## src/hdl/cgge_pkg.sv

```systemverilog
// ---------------------------------------------------------------------------
// cgge_pkg: shared types and constants
// Fixed-point constants, field widths and register codes for the gate
// gain envelope.
// ---------------------------------------------------------------------------
`default_nettype none

package cgge_pkg;

    localparam int Q15_W  = 16;  // Q1.15 value / Q0.16 coefficient
    localparam int LEN_W  = 13;  // block length field
    localparam int HOLD_W = 18;  // hold counter
    localparam int NUM_W  = 31;  // interpolation dividend
    localparam int MAC_W  = 34;  // multiply-add result

    localparam logic [Q15_W-1:0] UNITY    = 16'd32768;
    localparam logic [Q15_W-1:0] C_FALL   = 16'd19661;  // 0.3 in Q0.16
    localparam logic [Q15_W-1:0] C_RISE   = 16'd6554;   // 0.1 in Q0.16
    localparam logic [Q15_W-1:0] THR_LOW  = 16'd328;    // 0.01 in Q1.15
    localparam logic [Q15_W-1:0] THR_HIGH = 16'd32440;  // 0.99 in Q1.15
    localparam logic [16:0]      ROUND_HALF = 17'd32768;

    // configuration register indexes
    localparam logic [2:0] CFG_THRESHOLD = 3'd0;
    localparam logic [2:0] CFG_FLOOR     = 3'd1;
    localparam logic [2:0] CFG_ATTACK    = 3'd2;
    localparam logic [2:0] CFG_RELEASE   = 3'd3;
    localparam logic [2:0] CFG_HOLD      = 3'd4;

    typedef logic signed [16:0]      mac_a_t;
    typedef logic [Q15_W-1:0]        mac_b_t;
    typedef logic [16:0]             mac_add_t;
    typedef logic signed [MAC_W-1:0] mac_res_t;

    function automatic logic [Q15_W-1:0] sat_q15(input logic [Q15_W-1:0] v);
        sat_q15 = (v > UNITY) ? UNITY : v;
    endfunction

endpackage

`default_nettype wire

```

## src/hdl/cgge_mac.sv

```systemverilog
// ---------------------------------------------------------------------------
// cgge_mac: shared multiply-add unit
// Signed 17 x unsigned 16 multiply plus an unsigned rounding/bias term.
// ---------------------------------------------------------------------------
`default_nettype none

module cgge_mac
    import cgge_pkg::*;
(
    input  wire mac_a_t   a,
    input  wire mac_b_t   b,
    input  wire mac_add_t addend,
    output mac_res_t      result
);

    logic signed [16:0] b_s;
    mac_res_t           prod;

    assign b_s    = $signed({1'b0, b});
    assign prod   = a * b_s;
    assign result = prod + $signed({{(MAC_W-17){1'b0}}, addend});

endmodule

`default_nettype wire

```

## src/hdl/cgge_div.sv

```systemverilog
// ---------------------------------------------------------------------------
// cgge_div: iterative restoring divider
// One quotient bit per cycle; quotient assumed to fit in 16 bits.
// ---------------------------------------------------------------------------
`default_nettype none

module cgge_div
    import cgge_pkg::*;
(
    input  wire                    clk,
    input  wire                    rst_n,
    input  wire                    start,
    input  wire [NUM_W-1:0]        dividend,
    input  wire [Q15_W-1:0]        divisor,
    output logic                   done,
    output logic [Q15_W-1:0]       quotient
);

    localparam int CNT_W = $clog2(NUM_W + 1);

    logic [NUM_W-1:0] n_reg;
    logic [Q15_W-1:0] rem_reg;
    logic [Q15_W-1:0] dvs_reg;
    logic [CNT_W-1:0] cnt_reg;
    logic             busy_reg;
    logic             done_reg;

    logic [Q15_W:0]   trial;
    logic             ge;
    logic [Q15_W:0]   diff;

    assign trial = {rem_reg, n_reg[NUM_W-1]};
    assign ge    = trial >= {1'b0, dvs_reg};
    assign diff  = trial - {1'b0, dvs_reg};

    always_ff @(posedge clk or negedge rst_n)
    begin
        if (!rst_n)
        begin
            n_reg    <= '0;
            rem_reg  <= '0;
            dvs_reg  <= '0;
            cnt_reg  <= '0;
            busy_reg <= 1'b0;
            done_reg <= 1'b0;
        end
        else
        begin
            done_reg <= 1'b0;
            if (start)
            begin
                n_reg    <= dividend;
                rem_reg  <= '0;
                dvs_reg  <= divisor;
                cnt_reg  <= CNT_W'(NUM_W);
                busy_reg <= 1'b1;
            end
            else if (busy_reg)
            begin
                // remainder always below divisor, so it fits back in 16 bits
                rem_reg <= ge ? diff[Q15_W-1:0] : trial[Q15_W-1:0];
                n_reg   <= {n_reg[NUM_W-2:0], ge};
                cnt_reg <= cnt_reg - 1'b1;
                if (cnt_reg == CNT_W'(1))
                begin
                    busy_reg <= 1'b0;
                    done_reg <= 1'b1;
                end
            end
        end
    end

    assign done     = done_reg;
    assign quotient = n_reg[Q15_W-1:0];

endmodule

`default_nettype wire

```

## src/hdl/confidence_gate_gain_envelope.sv

```systemverilog
// ---------------------------------------------------------------------------
// confidence_gate_gain_envelope: confidence-driven gate gain envelope
// Smooths a per-block confidence, maps it to a desired gain with hold, and
// steps a one-pole attack/release gain filter once per sample of the block until
// the block ends or the gain settles.
// Sequence: smoothing, mapping, divide, hold, up to block_len filter steps,
//   then a clamp into the output register; the divide is skipped when no
//   interpolation is needed.
// Flow: one block at a time; a new input beat is taken only after the last
//   block has been clamped into the output register.
// Reset: config registers and smoothed confidence clear, gain starts at unity.
`default_nettype none

module confidence_gate_gain_envelope
    import cgge_pkg::*;
#(
    parameter int MAX_BLOCK = 4096
)
(
    input  wire         clk,
    input  wire         rst_n,

    // input stream
    input  wire         s_axis_tvalid,
    output logic        s_axis_tready,
    input  wire  [31:0] s_axis_tdata,   // [15:0] confidence, [28:16] block_len, rest zero

    // result stream
    output logic        m_axis_tvalid,
    input  wire         m_axis_tready,
    output logic [15:0] m_axis_tdata,   // [15:0] gain
    output logic        m_axis_tuser,   // [0] gating

    // register writes
    input  wire         cfg_valid,
    output logic        cfg_ready,
    input  wire  [2:0]  cfg_index,
    input  wire  [17:0] cfg_data
);

    // longest block the filter loop will run; inputs above it saturate
    localparam logic [LEN_W-1:0] LEN_CAP =
        (MAX_BLOCK >= (1 << LEN_W) - 1) ? {LEN_W{1'b1}} : LEN_W'(MAX_BLOCK);

    typedef enum logic [2:0] {
        ST_IDLE,
        ST_SMOOTH,
        ST_DES,
        ST_DIV,
        ST_HOLD,
        ST_LOOP,
        ST_DONE
    } state_t;

    state_t state_reg;

    // configuration
    logic [Q15_W-1:0]  thr_reg;
    logic [Q15_W-1:0]  flr_reg;
    logic [Q15_W-1:0]  atk_reg;
    logic [Q15_W-1:0]  rel_reg;
    logic [HOLD_W-1:0] hold_samples_reg;

    // block state
    logic [Q15_W-1:0]  sm_reg;
    logic [Q15_W-1:0]  gain_reg;
    logic [HOLD_W-1:0] hold_reg;

    // per-item working registers
    logic [Q15_W-1:0]  conf_reg;
    logic [LEN_W-1:0]  len_reg;
    logic [Q15_W-1:0]  des_reg;
    logic [Q15_W-1:0]  target_reg;
    logic [Q15_W-1:0]  coef_reg;
    logic              gating_reg;
    logic [LEN_W-1:0]  cnt_reg;

    // output register
    logic              m_valid_reg;
    logic [Q15_W-1:0]  m_gain_reg;
    logic              m_gating_reg;

    logic [Q15_W-1:0]  thr_sat;
    logic [Q15_W-1:0]  flr_sat;
    logic [LEN_W-1:0]  in_len;
    logic              conf_lt;

    mac_a_t            mac_a;
    mac_b_t            mac_b;
    mac_add_t          mac_add;
    mac_res_t          mac_res;

    logic              div_needed;
    logic              div_start;
    logic              div_done;
    logic [Q15_W-1:0]  div_q;
    logic [Q15_W:0]    interp_sum;

    logic [Q15_W-1:0]  hold_tgt;
    logic [HOLD_W-1:0] hold_new;
    logic [Q15_W-1:0]  step;
    logic signed [18:0] ng_wide;
    logic [Q15_W-1:0]  gain_ng;
    logic [Q15_W-1:0]  gain_cl;
    logic              out_free;

    assign thr_sat = sat_q15(thr_reg);
    assign flr_sat = sat_q15(flr_reg);
    assign in_len  = (s_axis_tdata[28:16] > LEN_CAP) ? LEN_CAP : s_axis_tdata[28:16];
    assign conf_lt = conf_reg < sm_reg;

    // ---- shared multiply-add: operand select by sequencer step ----
    always_comb
    begin
        mac_a   = '0;
        mac_b   = '0;
        mac_add = '0;
        unique case (state_reg)
            ST_SMOOTH:
            begin
                // |conf - smoothed| * pole, rounded half up
                mac_a   = conf_lt ? $signed({1'b0, sm_reg - conf_reg})
                                  : $signed({1'b0, conf_reg - sm_reg});
                mac_b   = conf_lt ? C_FALL : C_RISE;
                mac_add = ROUND_HALF;
            end
            ST_DES:
            begin
                // interpolation numerator: sm * (1 - floor) + thr/2
                mac_a   = $signed({1'b0, sm_reg});
                mac_b   = UNITY - flr_sat;
                mac_add = {2'b00, thr_sat[Q15_W-1:1]};
            end
            ST_LOOP:
            begin
                // g*c + t*(1-c) == t + (g - t)*c
                mac_a   = $signed({1'b0, gain_reg}) - $signed({1'b0, target_reg});
                mac_b   = coef_reg;
                mac_add = ROUND_HALF;
            end
            default:
            begin
                mac_a   = '0;
                mac_b   = '0;
                mac_add = '0;
            end
        endcase
    end

    cgge_mac u_mac (
        .a      (mac_a),
        .b      (mac_b),
        .addend (mac_add),
        .result (mac_res)
    );

    assign div_needed = (thr_sat > THR_LOW) && (thr_sat < THR_HIGH) && (sm_reg < thr_sat);
    assign div_start  = (state_reg == ST_DES) && div_needed;

    cgge_div u_div (
        .clk      (clk),
        .rst_n    (rst_n),
        .start    (div_start),
        .dividend (mac_res[NUM_W-1:0]),
        .divisor  (thr_sat),
        .done     (div_done),
        .quotient (div_q)
    );

    assign interp_sum = {1'b0, flr_sat} + {1'b0, div_q};
    assign step       = mac_res[31:16];
    assign ng_wide    = $signed({3'b000, target_reg}) + $signed({mac_res[MAC_W-1], mac_res[33:16]});
    assign gain_ng    = ng_wide[Q15_W-1:0];
    assign gain_cl    = (gain_reg < flr_sat) ? flr_sat :
                        (gain_reg > UNITY)   ? UNITY   : gain_reg;
    assign out_free   = !m_valid_reg || m_axis_tready;

    // hold: open target restarts the hold, otherwise a running hold counts down
    always_comb
    begin
        hold_new = hold_reg;
        hold_tgt = des_reg;
        priority if (des_reg >= THR_HIGH)
        begin
            hold_new = hold_samples_reg;
            hold_tgt = des_reg;
        end
        else if (hold_reg != '0)
        begin
            hold_new = (hold_reg > {{(HOLD_W-LEN_W){1'b0}}, len_reg})
                     ? hold_reg - {{(HOLD_W-LEN_W){1'b0}}, len_reg} : '0;
            hold_tgt = UNITY;
        end
        else
        begin
            hold_new = hold_reg;
            hold_tgt = des_reg;
        end
    end

    // ---- sequencer ----
    always_ff @(posedge clk or negedge rst_n)
    begin
        if (!rst_n)
        begin
            state_reg        <= ST_IDLE;
            thr_reg          <= '0;
            flr_reg          <= '0;
            atk_reg          <= '0;
            rel_reg          <= '0;
            hold_samples_reg <= '0;
            sm_reg           <= '0;
            gain_reg         <= UNITY;
            hold_reg         <= '0;
            conf_reg         <= '0;
            len_reg          <= '0;
            des_reg          <= '0;
            target_reg       <= '0;
            coef_reg         <= '0;
            gating_reg       <= 1'b0;
            cnt_reg          <= '0;
            m_valid_reg      <= 1'b0;
            m_gain_reg       <= '0;
            m_gating_reg     <= 1'b0;
        end
        else
        begin
            if (cfg_valid)
            begin
                unique case (cfg_index)
                    CFG_THRESHOLD: thr_reg          <= cfg_data[Q15_W-1:0];
                    CFG_FLOOR:     flr_reg          <= cfg_data[Q15_W-1:0];
                    CFG_ATTACK:    atk_reg          <= cfg_data[Q15_W-1:0];
                    CFG_RELEASE:   rel_reg          <= cfg_data[Q15_W-1:0];
                    CFG_HOLD:      hold_samples_reg <= cfg_data;
                    default:       ;
                endcase
            end

            // ST_DONE reloads the output register itself when it is free
            if (m_axis_tready && (state_reg != ST_DONE))
                m_valid_reg <= 1'b0;

            unique case (state_reg)
                ST_IDLE:
                begin
                    if (s_axis_tvalid)
                    begin
                        conf_reg  <= sat_q15(s_axis_tdata[15:0]);
                        len_reg   <= in_len;
                        state_reg <= ST_SMOOTH;
                    end
                end
                ST_SMOOTH:
                begin
                    sm_reg    <= conf_lt ? sm_reg - step : sm_reg + step;
                    state_reg <= ST_DES;
                end
                ST_DES:
                begin
                    priority if (thr_sat <= THR_LOW)
                        des_reg <= UNITY;
                    else if (thr_sat >= THR_HIGH)
                        des_reg <= (sm_reg >= THR_HIGH) ? UNITY : flr_sat;
                    else if (sm_reg >= thr_sat)
                        des_reg <= UNITY;
                    else
                        des_reg <= des_reg;
                    state_reg <= div_needed ? ST_DIV : ST_HOLD;
                end
                ST_DIV:
                begin
                    if (div_done)
                    begin
                        des_reg   <= (interp_sum > {1'b0, UNITY}) ? UNITY
                                                                  : interp_sum[Q15_W-1:0];
                        state_reg <= ST_HOLD;
                    end
                end
                ST_HOLD:
                begin
                    hold_reg   <= hold_new;
                    target_reg <= hold_tgt;
                    gating_reg <= hold_tgt < THR_HIGH;
                    coef_reg   <= (hold_tgt < gain_reg) ? atk_reg : rel_reg;
                    cnt_reg    <= '0;
                    state_reg  <= ST_LOOP;
                end
                ST_LOOP:
                begin
                    // stop at block end or once the filter has settled
                    if ((cnt_reg == len_reg) || (gain_ng == gain_reg))
                        state_reg <= ST_DONE;
                    else
                    begin
                        gain_reg <= gain_ng;
                        cnt_reg  <= cnt_reg + 1'b1;
                    end
                end
                ST_DONE:
                begin
                    if (out_free)
                    begin
                        gain_reg     <= gain_cl;
                        m_gain_reg   <= gain_cl;
                        m_gating_reg <= gating_reg;
                        m_valid_reg  <= 1'b1;
                        state_reg    <= ST_IDLE;
                    end
                end
                default:
                    state_reg <= ST_IDLE;
            endcase
        end
    end

    assign s_axis_tready = (state_reg == ST_IDLE);
    assign cfg_ready     = 1'b1;
    assign m_axis_tvalid = m_valid_reg;
    assign m_axis_tdata  = m_gain_reg;
    assign m_axis_tuser  = m_gating_reg;

    // ---- checks ----
    a_gain_unity: assert property (@(posedge clk) disable iff (!rst_n)
        m_axis_tvalid |-> (m_axis_tdata <= UNITY))
        else $error("output gain above unity");

    a_sm_range: assert property (@(posedge clk) disable iff (!rst_n)
        sm_reg <= UNITY)
        else $error("smoothed confidence out of range");

    a_busy_after_accept: assert property (@(posedge clk) disable iff (!rst_n)
        (s_axis_tvalid && s_axis_tready) |=> (!s_axis_tready && state_reg == ST_SMOOTH))
        else $error("input taken without starting a block");

    a_loop_bound: assert property (@(posedge clk) disable iff (!rst_n)
        (state_reg == ST_LOOP) |-> (cnt_reg <= len_reg))
        else $error("filter loop ran past block length");

    a_done_loads: assert property (@(posedge clk) disable iff (!rst_n)
        (state_reg == ST_DONE && out_free) |=> m_axis_tvalid)
        else $error("finished block not presented");

endmodule

`default_nettype wire
```

## config.mk

```make
export PLATFORM = sky130hd
export DESIGN_NAME = confidence_gate_gain_envelope
export DESIGN_NICKNAME = d
export VERILOG_FILES = /design/src/hdl/cgge_pkg.sv /design/src/hdl/cgge_mac.sv /design/src/hdl/cgge_div.sv /design/src/hdl/confidence_gate_gain_envelope.sv
export SDC_FILE = /design/constraint.sdc
export NUM_CORES = 2
export LEC_CHECK = 0
export ABC_AREA = 0
export BUFFER_PORTS_ARGS = -buffer_cell sky130_fd_sc_hd__buf_2
export CELL_PAD_IN_SITES_DETAIL_PLACEMENT = 1
export CELL_PAD_IN_SITES_GLOBAL_PLACEMENT = 1
export CORE_ASPECT_RATIO = 1.25
export CORE_MARGIN = 10
export CORE_UTILIZATION = 46
export CTS_BUF_LIST = sky130_fd_sc_hd__clkbuf_4
export DETAILED_ROUTE_END_ITERATION = 10
export GPL_TIMING_DRIVEN = 0
export PLACE_DENSITY = 0.9
export SLEW_MARGIN = 20
export SYNTH_ARGS = -nofsm -noshare
export SYNTH_HDL_FRONTEND = slang
export SYNTH_SLANG_ARGS = --single-unit
```

## constraint.sdc

```tcl
create_clock -name clk -period 11.55 [get_ports clk]
set_input_delay 0.5775 -clock clk [delete_from_list [all_inputs] [get_ports clk]]
set_output_delay 0.5775 -clock clk [all_outputs]
set_load 0.01 [all_outputs]
```

==> run metrics, run 1 <==
IO Count=78; Syn Nets=4,305; Cell Area, Placed=34,300 sq um; EDFF count, synth=0; CTS Buf Count=81; Top FF cell, synth=dfrtp_1; row cnt=108; Remaining Overflow, GRT=44; # clock sinks=314; post-synthesis async set-or-reset flop share=100%; Avg Inst Size Synth=8.79 sq um; top cells by area, synth=dfrtp_1 (24%), fa_1 (18%), ha_1 (10%); grt repair worst endpoint=gain_reg[15]$_DFFE_PN1P_/D; post-synth top area share=24.1%; Synth Register Bits=314; DP HPWL=102 mm; largest net degree at the start of global routing=95; sequential share of the synthesized area=24.2%; Halt Stage=global routing; Synth warnings=0; die height=317 um; initial antenna violation count=40; maximum clock path buffer count=3; library cells used by synthesis=84; area leader, netlist=dfrtp_1; gpl congestion=0.990; H-Tree Depth=3; GRT Util Overall=59.3%; Root Buffer=clkbuf_4; worst endpoint type=sequential cell input; Log Error=[ERROR GRT-0232] Routing congestion too high. Check the congestion heatmap in the GUI.; Starting Density=46.6%; status=did not finish; Post-Synthesis Cells=3,695; Port Buffers=73; die width=258 um; mapped cell area=32,500 sq um
what timing repair did:
action	4_1_cts
pin swaps	172
setup buffers	139
setup endpoints to repair	47
gates resized for setup	379
hold buffers	42
gates cloned	1
endpoints found under the hold margin	146
routing by layer:
layer | track usage [%] | overflow
met5 | 27.0 | 1
met4 | 64.6 | 28
met3 | 48.8 | 0
met2 | 74.8 | 15
met1 | 53.8 | 0
metrics by stage:
| stage | worst slack (ps) | setup TNS [ps] | utilization [%] | hold WS [ps] | std cells |
|---|---|---|---|---|---|
| 3_5_place_dp | -3950 | -140220 | 49.2 | 360 | 4715 |
| 2_1_floorplan | 57.5 | 0 | - | 282 | 3695 |
| 4_1_cts | -11.1 | -20.9 | 55.3 | 5.71 | 5033 |
| 3_3_place_gp | -5190 | -192250 | 48.8 | 457 | 4703 |
synthesized netlist by cell type, types with 7 or more instances:
cell type    n
a2111oi_0    8
a211o_1      7
a211oi_1    36
a21o_1      63
a21oi_1    196
a221oi_1    15
a22o_1      32
a22oi_1     20
a31oi_1     21
and2_1      30
and3_1      16
and4_1       7
clkbuf_1   122
dfrtp_1    313
fa_1       290
ha_1       262
inv_1      502
mux2_2     102
mux2i_1     55
nand2_1    326
nand2b_1    48
nand3_1     43
nand4_1     36
nor2_1     342
nor2b_1     49
nor3_1     130
nor4_1      27
o211ai_1     9
o21a_1      29
o21ai_0    200
o21ai_1     22
o21bai_1    17
o22ai_1      9
or2_2        9
or3_1       12
xnor2_1    111
xor2_1      70
kinds of logic after synthesis:
group / after synthesis / synth area share [%]
AND/OR/NAND/NOR: 1096 / 15.5
AO/OA/AOI/OAI: 753 / 14.7
buffers and inverters: 640 / 7.43
adder cells (fa/ha/maj): 552 / 28.0
flip-flops: 314 / 24.2
XOR/XNOR: 182 / 4.95
multiplexers: 157 / 5.23
other: 1 / 0.0115
==> run 2: changes to the inputs <==
Settings changed: CELL_PAD_IN_SITES_DETAIL_PLACEMENT 1 to unset, CELL_PAD_IN_SITES_GLOBAL_PLACEMENT 1 to unset, CORE_ASPECT_RATIO 1.25 to unset, CORE_UTILIZATION 46 to 40, CTS_BUF_LIST sky130_fd_sc_hd__clkbuf_4 to unset, PLACE_DENSITY 0.9 to unset, PLACE_DENSITY_LB_ADDON set to 0.15.
Clock period 11.55 ns to 15.02 ns, I/O delays scaled along.
==> run 2 against run 1 <==
Net effect:
- the run now ends clean
- synthesized cell count stayed put
- area after synthesis unchanged
==> run metrics, run 2 <==
wire per inst=23.2 um; Placed Cells=4,846 (+2.8%); simple-gate share of the synthesized area=15.5% (unchanged); Root Buffer=clkbuf_16; Synth Register Bits=314 (unchanged); peak fanout along the critical path=10; CP dominant cell by count=fa_1; most numerous cell in the Yosys netlist=inv_1; Final Hold Fails=0; crit path launch type=flip-flop; GRT Util Overall=24.1%; library cells used by synthesis=84 (unchanged); fin crit share=97.0%; full die area=93,000 sq um; worst skew pair latency=580 ps; # clock sinks=314 (unchanged); main combinational cell family by area after synthesis=adder cells; Post-Synth XOR/XNOR Area=4.95% (unchanged); status=completed; DP HPWL=92.4 mm (-9.0%); Setup crit start=sm_reg[14]$_DFFE_PN0P_; IO Count=78 (unchanged); max reg flops=31; sequential share of the synthesized area=24.2% (unchanged); multiplexer share of the synthesized area=5.23% (unchanged); CTS Hold Bufs=0 (-100%); worst r2r src=sm_reg[14]$_DFFE_PN0P_; worst reg-to-reg setup slack=460 ps; RSZ-0062 raised after global routing=no; Final Non-Filler Cells=4,920; most frequent cells in the layout=inv_1 (502), nor2_1 (341), nand2_1 (325); diode count=0; H-Tree Depth=2 (-1); Final Max Slew Viols=0; worst path required time=15,520 ps; endpoint class of the critical path=flip-flop; mapped cell area=32,500 sq um (unchanged); Worst path max stage delay=740 ps; Sum Neg Setup Slack=0 ps; reg2reg path depth=44; Critical Path AT=15,070 ps; largest net degree at the start of global routing=95; Via-to-Cell Ratio=5.58; DR vias=27,464; critical setup path kind=flip-flop to flip-flop; Reg area=7860 sq um; maximum clock path buffer count=3 (unchanged); initial antenna violation count=0; r2r endpoint=gain_reg[11]$_DFFE_PN0P_; minimum clock period=14,560 ps; area leader, netlist=dfrtp_1; top cells by area, synth=dfrtp_1 (24%), fa_1 (18%), ha_1 (10%); drt pass-1 iters=6; row cnt=104 (-3.7%); Port Buffers=73 (unchanged); Worst Skew=35.2 ps; measured slew at the worst slew-check pin=1150 ps; CTS Buf Count=39 (-52%); share of layout cells above drive strength 1=8.73%; Avg Inst Size Synth=8.79 sq um (unchanged); die width=305 um (+18%); Synth warnings=0 (unchanged); gpl congestion=0.994 (+0.49%); Post-synth top cells=inv_1 (502), nor2_1 (342), nand2_1 (326); Syn Nets=4,305 (unchanged); worst setup margin=455 ps; first-pass GRT wire length=174 mm; Worst Setup EP=gain_reg[11]$_DFFE_PN0P_; most common cell after layout, fill and taps aside=inv_1; Syn-to-layout area delta=10.9%; Remaining Overflow, GRT=0; Final nets=4,439; DRC Markers=0; Core ar.=80,500 sq um; vias in the first global route=27,383; Slowest cell on crit path=a2111oi_0; ANT nets after route=0; post-synthesis async set-or-reset flop share=100% (unchanged); Multi-input gate area=22,400 sq um; Post-Synth Adder-Cell Area=28.0% (unchanged); Rel. slew slack=22.5%; MaxCap Viol Count=0; Post-Synthesis Cells=3,695 (unchanged); Starting Density=40.3% (-6.3 points); highest clock rate=68.7 MHz; initial DRC count=2,488; Post-Place Setup Slack=-958 ps (+2990 ps); Top FF cell, synth=dfrtp_1; CTS tree=built; # fillers=7,952; post-synth top area share=24.1% (unchanged); DRT Wirelength=114 mm; compound-gate portion of the synthesized area=14.7% (unchanged); Hold/Removal Path Class=primary input to async pin; clock-pin transition on the worst setup and hold timing paths=60 ps; EDFF count, synth=0 (unchanged); die height=305 um (-3.8%); Final setup viols=0
run 2: kinds of logic (layout without fill, tap and decap cells):
family,after synthesis,in the layout
flops,314,314
mux,157,157
compound gates,753,753
buf+inv,640,805
other cells,1,1
fa+ha+maj,552,552
simple gates,1096,1096
xor+xnor,182,182
run 2: worst max-delay path: cells and delay by family, from the launching register on:
| kind | cells | cell delay (ps) |
|---|---|---|
| compound gates | 11 | 3690 |
| xor+xnor | 4 | 1210 |
| fa+ha+maj | 9 | 4330 |
| buf+inv | 10 | 2280 |
| flops | 1 | 600 |
| mux | 1 | 290 |
| simple gates | 9 | 2010 |
run 2: cell type report:
type	count	share of cell area (%)
Multi-Input combinational cell	2741	62.3
Sequential cell	314	21.8
Inverter	506	5.27
Tap cell	1060	3.68
Clock buffer	49	2.95
Timing Repair Buffer	95	1.72
Buffer	132	1.44
Clock inverter	23	0.833
run 2: worst min-delay path by stage:
stage	startpoint	end	slack, ps	cells past startpoint
5_1_grt	rst_n	u_div.dvs_reg[15]$_DFFE_PN0P_	240	1
2_1_floorplan	des_reg[1]$_DFFE_PN0P_	des_reg[1]$_DFFE_PN0P_	440	2
6_report	rst_n	u_div.dvs_reg[15]$_DFFE_PN0P_	210	1
4_1_cts	rst_n	u_div.dvs_reg[15]$_DFFE_PN0P_	220	1
3_5_place_dp	gating_reg$_DFFE_PN0P_	gating_reg$_DFFE_PN0P_	480	1
3_3_place_gp	gating_reg$_DFFE_PN0P_	gating_reg$_DFFE_PN0P_	480	1
run 2: what timing repair did:
| action | in CTS | in global routing |
|---|---|---|
| buffers inserted | 2 | 2 |
| gates resized for setup | 6 | 29 |
| setup endpoints to repair | 31 | 31 |
| pin swaps | 1 | 1 |
| endpoints found under the hold margin | 0 | 0 |
run 2: per-layer routing:
metal  global-route usage [%]  routed length [um]  vias to the layer above
li1                         -                   -                    12680
met1                     33.4               51500                    13699
met2                     38.7               51900                      925
met3                     3.04                6940                      160
met4                     7.64                3950                        0
met5                        0                   0                        -
run 2: metrics by stage:
step           cell area, sq um  hold slack (ps)  util (%)
3_3_place_gp              34200              478      42.4
3_5_place_dp              34500              480      42.9
5_1_grt                   36000              240      44.7
2_1_floorplan             32500              442         -
4_1_cts                   35900              218      44.6
6_report                  36000              206      44.7
Power of run 2 is not shown: default switching activity piles up to over one toggle a cycle in this logic, so the estimate is an artifact.
